File: src/hdl/stt_pkg.sv
// Shared widths, register codes and stage payload types for the sub-tick timestamp timer.
package stt_pkg;

  localparam int unsigned CNT_W   = 24;
  localparam int unsigned TICK_W  = 32;
  localparam int unsigned CYC_W   = CNT_W + 1;
  localparam int unsigned IN_W    = 120;
  localparam int unsigned OUT_W   = 120;
  localparam int unsigned CFG_IDX_W = 1;

  localparam logic [CFG_IDX_W-1:0] CFG_RELOAD = 1'b0;
  localparam logic [CFG_IDX_W-1:0] CFG_ENABLE = 1'b1;

  localparam logic [CNT_W-1:0] RELOAD_RST = 24'd71999;

  // Timestamp after the counter step, plus the request's reference values.
  typedef struct packed {
    logic [TICK_W-1:0] now_ticks;
    logic [CYC_W-1:0]  now_cycles;
    logic [CYC_W-1:0]  period;
    logic [TICK_W-1:0] start_ticks;
    logic [CYC_W-1:0]  start_cycles;
    logic [TICK_W-1:0] dur_ticks;
    logic [CYC_W-1:0]  duration_cycles;
    logic              tick_event;
  } stamp_t;

  typedef struct packed {
    logic [TICK_W-1:0] now_ticks;
    logic [CYC_W-1:0]  now_cycles;
    logic [TICK_W-1:0] elapsed_ticks;
    logic [CYC_W-1:0]  elapsed_cycles;
    logic              expired;
    logic              tick_event;
  } result_t;

endpackage

File: src/hdl/stt_counter.sv
// Reload down-counter, wrapping tick count, config registers and the timestamp stage register.
module stt_counter (
  input  logic                          clk,
  input  logic                          rst_n,
  input  logic                          cfg_we,
  input  logic [stt_pkg::CFG_IDX_W-1:0] cfg_index,
  input  logic [stt_pkg::CNT_W-1:0]     cfg_wdata,
  input  logic                          step,
  input  logic                          count_clock,
  input  logic [stt_pkg::TICK_W-1:0]    start_ticks,
  input  logic [stt_pkg::CYC_W-1:0]     start_cycles,
  input  logic [stt_pkg::TICK_W-1:0]    dur_ticks,
  input  logic [stt_pkg::CYC_W-1:0]     duration_cycles,
  output stt_pkg::stamp_t               stamp
);
  import stt_pkg::*;

  logic [CNT_W-1:0]  reload_r;
  logic              enable_r;
  logic [CNT_W-1:0]  cnt_r, cnt_nxt;
  logic [TICK_W-1:0] tick_r, tick_nxt;
  logic              wrap;
  logic [CYC_W-1:0]  period;
  stamp_t            stamp_r, stamp_nxt;

  assign period = {1'b0, reload_r} + CYC_W'(1);

  always_comb begin
    cnt_nxt  = cnt_r;
    tick_nxt = tick_r;
    wrap     = 1'b0;
    if (enable_r && count_clock) begin
      if (cnt_r == '0) begin
        cnt_nxt  = reload_r;
        tick_nxt = tick_r + TICK_W'(1);
        wrap     = 1'b1;
      end else begin
        cnt_nxt = cnt_r - CNT_W'(1);
      end
    end
  end

  always_comb begin
    stamp_nxt.now_ticks       = tick_nxt;
    stamp_nxt.now_cycles      = period - {1'b0, cnt_nxt};
    stamp_nxt.period          = period;
    stamp_nxt.start_ticks     = start_ticks;
    stamp_nxt.start_cycles    = start_cycles;
    stamp_nxt.dur_ticks       = dur_ticks;
    stamp_nxt.duration_cycles = duration_cycles;
    stamp_nxt.tick_event      = wrap;
  end

  always_ff @(posedge clk) begin
    if (!rst_n) begin
      reload_r <= RELOAD_RST;
      enable_r <= 1'b0;
      cnt_r    <= '0;
      tick_r   <= '0;
    end else begin
      if (cfg_we) begin
        case (cfg_index)
          CFG_RELOAD: reload_r <= cfg_wdata;
          CFG_ENABLE: enable_r <= cfg_wdata[0];
          default:    ;
        endcase
      end
      if (step) begin
        cnt_r  <= cnt_nxt;
        tick_r <= tick_nxt;
      end
    end
  end

  // Payload only; validity is tracked by the top level.
  always_ff @(posedge clk) begin
    if (step) begin
      stamp_r <= stamp_nxt;
    end
  end

  assign stamp = stamp_r;

endmodule

File: src/hdl/stt_elapsed.sv
// Elapsed-time borrow and expiry compare, feeding the result register.
module stt_elapsed (
  input  logic             clk,
  input  logic             load,
  input  stt_pkg::stamp_t  stamp,
  output stt_pkg::result_t result
);
  import stt_pkg::*;

  logic              borrow;
  logic [TICK_W-1:0] el_t;
  logic [CYC_W-1:0]  el_c;
  logic              late;
  result_t           result_r, result_nxt;

  assign borrow = stamp.now_cycles < stamp.start_cycles;

  always_comb begin
    el_t = stamp.now_ticks - stamp.start_ticks - TICK_W'(borrow);
    if (borrow) begin
      el_c = stamp.period - stamp.start_cycles + stamp.now_cycles;
    end else begin
      el_c = stamp.now_cycles - stamp.start_cycles;
    end
    late = (el_t > stamp.dur_ticks) ||
           ((el_t == stamp.dur_ticks) && (el_c >= stamp.duration_cycles));
  end

  always_comb begin
    result_nxt.now_ticks      = stamp.now_ticks;
    result_nxt.now_cycles     = stamp.now_cycles;
    result_nxt.elapsed_ticks  = el_t;
    result_nxt.elapsed_cycles = el_c;
    result_nxt.expired        = late;
    result_nxt.tick_event     = stamp.tick_event;
  end

  always_ff @(posedge clk) begin
    if (load) begin
      result_r <= result_nxt;
    end
  end

  assign result = result_r;

endmodule

File: src/hdl/subtick_timestamp_timer.sv
// Top level of the sub-tick timestamp timer: stream handshake, stage valids and packing.
//
// Each request on the in_ stream is one clock step of the timer. If enable is set and
// count_clock is 1, the 24-bit down-counter steps; from zero it reloads and the 32-bit tick
// count advances. Every request yields exactly one result on the out_ stream: the current
// timestamp, the time elapsed since the request's start stamp, the expired flag and
// tick_event.
// A request taken at a clock edge is registered in the timestamp register, then moves into
// the result register when that one is free, which sets out_tvalid. Throughput is one
// request per cycle while out_tready is high; in_tready is high while the timestamp stage
// is empty or hands its entry on this cycle. When out_tready is low the results hold in place
// and in_tready drops once both stages are full; no request is lost or repeated.
// Configuration: cfg_index 0 writes reload (tick period is reload + 1), index 1 writes
// enable (bit 0). Write only while no request is in flight.
// Reset (rst_n low, synchronous) clears the counter and tick count, sets reload to 71999,
// clears enable and empties the pipeline.
module subtick_timestamp_timer (
  input  logic                          clk,
  input  logic                          rst_n,
  input  logic                          cfg_we,
  input  logic [stt_pkg::CFG_IDX_W-1:0] cfg_index,
  input  logic [stt_pkg::CNT_W-1:0]     cfg_wdata,
  input  logic                          in_tvalid,
  output logic                          in_tready,
  // [0] count_clock, [32:1] start_ticks, [57:33] start_cycles,
  // [89:58] dur_ticks, [114:90] duration_cycles, [119:115] zero
  input  logic [stt_pkg::IN_W-1:0]      in_tdata,
  output logic                          out_tvalid,
  input  logic                          out_tready,
  // [31:0] now_ticks, [56:32] now_cycles, [88:57] elapsed_ticks,
  // [113:89] elapsed_cycles, [114] expired, [115] tick_event, [119:116] zero
  output logic [stt_pkg::OUT_W-1:0]     out_tdata
);
  import stt_pkg::*;

  logic    s1_v_r;
  logic    out_v_r;
  logic    out_free;
  logic    s1_free;
  logic    take;
  logic    move;
  stamp_t  stamp;
  result_t result;

  assign out_free  = !out_v_r || out_tready;
  assign move      = s1_v_r && out_free;
  assign s1_free   = !s1_v_r || out_free;
  assign in_tready = s1_free;
  assign take      = in_tvalid && s1_free;

  stt_counter u_counter (
    .clk             (clk),
    .rst_n           (rst_n),
    .cfg_we          (cfg_we),
    .cfg_index       (cfg_index),
    .cfg_wdata       (cfg_wdata),
    .step            (take),
    .count_clock     (in_tdata[0]),
    .start_ticks     (in_tdata[32:1]),
    .start_cycles    (in_tdata[57:33]),
    .dur_ticks       (in_tdata[89:58]),
    .duration_cycles (in_tdata[114:90]),
    .stamp           (stamp)
  );

  stt_elapsed u_elapsed (
    .clk    (clk),
    .load   (move),
    .stamp  (stamp),
    .result (result)
  );

  always_ff @(posedge clk) begin
    if (!rst_n) begin
      s1_v_r  <= 1'b0;
      out_v_r <= 1'b0;
    end else begin
      if (s1_free) begin
        s1_v_r <= take;
      end
      if (out_free) begin
        out_v_r <= s1_v_r;
      end
    end
  end

  assign out_tvalid = out_v_r;
  assign out_tdata  = {4'b0000, result.tick_event, result.expired, result.elapsed_cycles,
                       result.elapsed_ticks, result.now_cycles, result.now_ticks};

endmodule

File: config.mk
export PLATFORM = sky130hd
export DESIGN_NAME = subtick_timestamp_timer
export DESIGN_NICKNAME = d
export VERILOG_FILES = /design/src/hdl/stt_pkg.sv /design/src/hdl/stt_counter.sv /design/src/hdl/stt_elapsed.sv /design/src/hdl/subtick_timestamp_timer.sv
export SDC_FILE = /design/constraint.sdc
export NUM_CORES = 1
export LEC_CHECK = 0
export ABC_AREA = 1
export BUFFER_PORTS_ARGS = -buffer_cell sky130_fd_sc_hd__buf_2
export CAP_MARGIN = 20
export CORE_MARGIN = 2
export CORE_UTILIZATION = 35
export DETAILED_ROUTE_END_ITERATION = 10
export GPL_ROUTABILITY_DRIVEN = 0
export GPL_TIMING_DRIVEN = 0
export PLACE_DENSITY = 0.58
export SLEW_MARGIN = 20
export SYNTH_ARGS = -nofsm -noshare
export SYNTH_HDL_FRONTEND = slang
export SYNTH_SLANG_ARGS = --single-unit
File: constraint.sdc
create_clock -name clk -period 19.15 [get_ports clk]
set_input_delay 1.915 -clock clk [delete_from_list [all_inputs] [get_ports clk]]
set_output_delay 1.915 -clock clk [all_outputs]
set_load 0.03 [all_outputs]
### Yosys cells after proc, flatten, opt, wreduce, memory -nomap -nowiden

Index checks and enable logic that the tools add are counted.

* $add $sub $neg: 9
* magnitude comparators: 3
* equal/unequal tests: 1
* muxes and demuxes: 6
* bitwise operators: 1
* reduce and logical (&&, ||, !) cells: 12

Operators with widths (count)
* $mux 32: 2
* $sub 25x25->25: 2
* $mux 24: 2
* $add 32x1->32 const B: 1
* $eq 32x32->1: 1
* $gt 32x32->1: 1
* $sub 32x1->32: 1
* $sub 32x32->32: 1
* $add 24x1->25 const B: 1
* $add 25x25->25: 1
* $ge 25x25->1: 1
* $lt 25x25->1: 1
* $mux 25: 1
* $sub 25x24->25: 1
* $logic_not 24->1: 1
* $sub 24x1->24 const B: 1
* $logic_and 1x1->1: 4
* $reduce_and 2->1: 2
* $logic_or 1x1->1: 3
* $logic_not 1->1: 2
* $mux 1: 1
* $not 1->1: 1

* flip-flop bits (word level): 396
* input port bits: 150
* output and inout bits: 122
* word-level logic and storage cells: 52

### Depth between registers and ports, before layout

* word-level depth: 6
* depth in mapped cells: 38
* mapped depth without buffers: 37

### Hierarchy

Synthesis repeated with hierarchy kept, for this count alone.

* cells, all modules: 3249
* area, all modules: 25843.5 µm²

Modules (own cells, without submodules)
* stt_counter: instances 1, cells each 1404, area an instance 13031.2 µm²
* stt_elapsed: instances 1, cells each 1827, area an instance 12683.4 µm²
* subtick_timestamp_timer: instances 1, cells each 18, area an instance 128.9 µm²

### Least setup slack after synthesis

No wires, ideal clock.

* path kind: input-to-reg
* start: in out_tready
* end: reg u_counter.cnt_r[15]
* setup time: 0.381 ns
* data arrival time: 8.532 ns
* data required time: 18.769 ns
* slack: 10.238 ns
* stages: 7
* path buffers: 2
* cells stage by stage: inv_1 nand3_1 nand2_1 inv_1 clkbuf_1 buf_1 a21oi_1

* longest elaborated chain between the ends: 3

RTL lines
* start: declaration: RTL line subtick_timestamp_timer.sv:29 `input logic out_tready,`
* $logic_or 1x1->1: RTL line subtick_timestamp_timer.sv:45 `assign out_free = !out_v_r || out_tready;`
* $logic_or 1x1->1: RTL line subtick_timestamp_timer.sv:47 `assign s1_free = !s1_v_r || out_free;`
* named net in_tready: RTL line subtick_timestamp_timer.sv:24 `output logic in_tready,`
* $logic_and 1x1->1: RTL line subtick_timestamp_timer.sv:49 `assign take = in_tvalid && s1_free;`
* named net take: RTL line subtick_timestamp_timer.sv:40 `logic take;`
* end signal: assignment: RTL line stt_counter.sv:69 `cnt_r <= cnt_nxt;`
* end: declaration: RTL line stt_counter.sv:20 `logic [CNT_W-1:0] cnt_r, cnt_nxt;`

The timed path passes the listed nets, and every way through them passes these cells.
A chain may end at the register's enable or synchronous reset.

### Worst setup path after layout

* start: reg u_counter.stamp_r (netlist bit u_counter.stamp[75])
* end: reg u_elapsed.result_r (netlist bit u_elapsed.result[1]), data pin

* elaborated cells between the ends (all ways): 11

RTL lines
* start: declaration: RTL line stt_counter.sv:24 `stamp_t stamp_r, stamp_nxt;`
* start signal: assignment: RTL line stt_counter.sv:78 `stamp_r <= stamp_nxt;`
* $lt 25x25->1 *: RTL line stt_elapsed.sv:16 `assign borrow = stamp.now_cycles < stamp.start_cycles;`
* $sub 32x1->32 *: RTL line stt_elapsed.sv:19 `el_t = stamp.now_ticks - stamp.start_ticks - TICK_W'(borrow);`
* named net u_elapsed.el_t[30]: RTL line stt_elapsed.sv:11 `logic [TICK_W-1:0] el_t;`
* branches (longest 2 deep; another with $gt 32x32->1)
* $logic_or 1x1->1 *: RTL line stt_elapsed.sv:25 `late = (el_t > stamp.dur_ticks) ||`
* named net u_elapsed.late: RTL line stt_elapsed.sv:13 `logic late;`
* end signal: assignment: RTL line stt_elapsed.sv:40 `result_r <= result_nxt;`
* end: declaration: RTL line stt_elapsed.sv:14 `result_t result_r, result_nxt;`

Mark *: on every way through the listed nets, which the timed path passes.

==> out/results.tsv <==
stage	metric	value	unit
run_status	outcome	finished, final reports clean	
sta	fin_crit_sh	36.68	%
grt	grt_pass1_wl	114500	µm
clock_network	cts_resized	0	
routing	drt-pass1-iter-count	6	
die	coreArea	71360	µm²
clock_network	cts_tree	yes	
yosys	synth_top_area_cell	edfxtp_1	
yosys	ys_seq_area_share	43.85	%
setup_path	cp_max_fo	10	
grt	grt.total_usage	19.92	%
final_layout	nets	3710	
sta	setup_viol	0	
setup_path	worst-path-buf-inv	6	
routing	drt_iter0_markers	1463	
die	die_h	272.5	µm
power	power_frac_seq	34.6	%
power	p_clk_share	27.3	%
yosys	syn_avg_cell_area	8.371	µm²
setup_path	worstPathRequired	19.50	ns
clock_network	h-tree-depth	2	
clock_network	clkSinkCount	396	
sta	slew_headroom	41.53	%
sta	fin_crit	7.024	ns
placed_design	portBuffers	262	
final_layout	fin_cells	4328	
sta	clock.fmax	142.4	MHz
die	fp.dieW	272.5	µm
run	drv_cap	0	
die	die_area	74230	µm²
sta	setup_tns	0	ns
die	initial_core_util	35.34	%
clock_network	cts-hold-fix-buffers	0	
yosys	syn-cell-area	25220	µm²
power	swShare	38.96	%
power	p_per_area	108.2	nW/µm²
setup_path	endpoint_kind	flop	
power	internal_power	1952	µW
power	p_sw	1246	µW
power	leakage	0.01393	µW
yosys	synth_cell_types	54	
sta	clock_skew	0.02643	ns
final_layout	area_delta_synth_final	17.16	%
grt	grt_pass1_vias	20213	
setup_path	crit-reg2reg-launch	u_counter.stamp[75]	
yosys	synth_seq_cells	396	
placed_design	placed_area	28040	µm²
sta	fin_ws	12.13	ns
yosys	synth-edff-count	313	
hold_path	hp-start	u_counter.stamp[0]	
setup_path	reg2reg_depth	33	
final_layout	fillers	7276	
power	combPwrFrac	38.1	%
clock_network	post_cts_buffers	0	
placed_design	post-place-ws	12.24	ns
sta	whs	0.4273	ns
hold_path	hp-class	reg -> reg	
setup_path	ff2ff_setup_slack	12.13	ns
setup_path	r2r-end	u_elapsed.result[1]	
hold_path	hold_end	u_elapsed.result[0]	
setup_path	crit_top_cell	nand2_1	
setup_path	crit_type	reg -> reg	
setup_path	critPathLaunchType	flop	
routing	antenna_left	0	
placed_design	placed_cells	4241	
yosys	yosys.area.top_type_share	37.26	%
hold_path	hold_depth	0	
setup_path	cp.arrival	7.37	ns
sta	finalHoldViolCount	0	
grt	overflow	0	
clock_network	numCtsBuffers	46	
yosys	ys_warn_count	0	
sta	slew_viol_final	0	
setup_path	slowest_delay	0.69	ns
setup_path	slowest_stage	nor3_1	
power	ir_drop	0.06337	mV
final_layout	design_area	29550	µm²
routing	drt-total-wl	74670	µm
routing	wl_per_cell	17.25	µm
die	fp-row-count	98	
grt	grt_max_degree	34	
yosys	ys.flop_type	edfxtp_1	
clock_network	root_buffer	clkbuf_16	
sta	tightest_slew	0.8703	ns
clock_network	insertion_delay	0.60	ns
routing	vias	20872	
routing	drc	0	
yosys	postSynthCellCount	3013	
sta	grt_setup_unrepaired	false	
die	io_pins	272	
final_layout	drive_above_1_share	13.03	%
clock_network	clkTransAtPathRegs	0.06	ns
yosys	synth_area_leaders	edfxtp_1 (37%), nand2_1 (9.9%), ha_1 (9.6%)	
yosys	synthArstFlopShare	0	%
clock_network	clockBufferDepth	3	
routing	routed_via_density	4.823	
grt	antenna_found_initial	6	
setup_path	crit_family	simple AND/OR/NAND/NOR gates	
placed_design	hpwl	60890	µm
-- cells in the final DEF (no fill, tap or decap), types with 6 or more instances in the layout --
cell type and count:
nor3_1 37, edfxtp_1 313, buf_4 8, inv_2 8, inv_1 572, nand4_1 55, nor2_2 10, nand3_2 7
ha_1 193, buf_2 265, nor2_4 8, a21o_1 7, xor2_1 77, fa_1 28, clkinv_2 8, a21oi_1 219
o21ai_0 134, nor2_1 211, o21a_1 6, nand2_1 668, buf_12 8, dfxtp_1 83, clkinv_1 9, and2_1 7
o21ai_1 30, clkbuf_16 47, xnor2_1 33, clkbuf_1 33, nand3_1 164, o211ai_1 11, nor4_1 9, o21ai_2 10
o21bai_1 15
-- power groups by stage --
stage | clock, µW | combinational, µW | sequential [µW]
floorplan | 0 | 803 | 1170
global placement | 0 | 1180 | 1140
detailed placement | 0 | 1200 | 1130
CTS | 897 | 1210 | 1110
global route | 928 | 1370 | 1120
finish | 873 | 1220 | 1110
-- routing by layer --
metal	vias up	track usage, %	share of wire (%)
met5	-	0	0.059
met4	8	7.013	3.5
met3	136	3.094	5.2
met2	542	33.21	47
met1	9636	26.22	45
li1	10550	-	-
-- kinds of logic after synthesis --
family                     Yosys count  share of synthesized area, %
buffers and inverters              626                         9.594
xor gates and xnor gates           110                         3.820
DFF                                396                         43.85
and+or+nand+nor                   1210                         21.21
AOI/OAI and AO/OA                  449                         9.713
other                                1                       0.01487
adders and majority gates          221                         11.80
-- cell usage after synthesis (6+ instances only) --
library cell,number
a21o_1,7
ha_1,193
o21ai_2,10
o21bai_1,15
edfxtp_1,313
inv_2,8
dfxtp_1,83
clkbuf_1,26
nand3_2,7
nand2_1,668
xor2_1,77
nor3_1,37
nor2_4,8
buf_4,8
o21a_1,6
xnor2_1,33
o211ai_1,11
a21oi_1,220
nand4_1,55
fa_1,28
o21ai_1,30
nor2_2,10
nor2_1,211
and2_1,7
nand3_1,164
o21ai_0,134
inv_1,572
nor4_1,9
-- registers in the layout, summed over array words and instances, names as in the netlist --
name,cells
u_counter.reload_r,24
u_counter.tick_r,32
out_tvalid,1
u_counter.stamp,197
s1_v_r,1
u_counter.cnt_r,24
u_elapsed.result,116
u_counter.enable_r,1
-- worst max path at each step --
stage | end | slack, ns | cells past startpoint | from
2_1_floorplan | u_counter.cnt_r[15] | 10.24 | 7 | out_tready
3_3_place_gp | u_elapsed.result[5] | 6.51 | 3 | out_tready
3_5_place_dp | u_elapsed.result[1] | 12.24 | 32 | u_counter.stamp[152]
4_1_cts | u_elapsed.result[1] | 12.20 | 33 | u_counter.stamp[75]
5_1_grt | u_elapsed.result[1] | 11.64 | 32 | u_counter.stamp[148]
6_report | u_elapsed.result[1] | 12.13 | 33 | u_counter.stamp[75]
-- stage by stage --
step | util (%) | total power (µW)
2_1_floorplan | - | 1970
6_report | 41.41 | 3198
5_1_grt | 41.41 | 3418
3_3_place_gp | 38.86 | 2321
4_1_cts | 41.40 | 3215
3_5_place_dp | 39.30 | 2330
-- final cells by class --
type / count / area, µm² / area share [%]
Antenna cell: 2 / 5.005 / 0.01694
Buffer: 45 / 240.2 / 0.8129
Clock buffer: 54 / 1202 / 4.069
Clock inverter: 31 / 300.3 / 1.016
Inverter: 581 / 2181 / 7.380
Multi-Input combinational cell: 1994 / 11770 / 39.81
Sequential cell: 396 / 11060 / 37.43
Tap cell: 950 / 1189 / 4.022
Timing Repair Buffer: 275 / 1609 / 5.445
No activity file was read; power rests on OpenSTA's default activity.
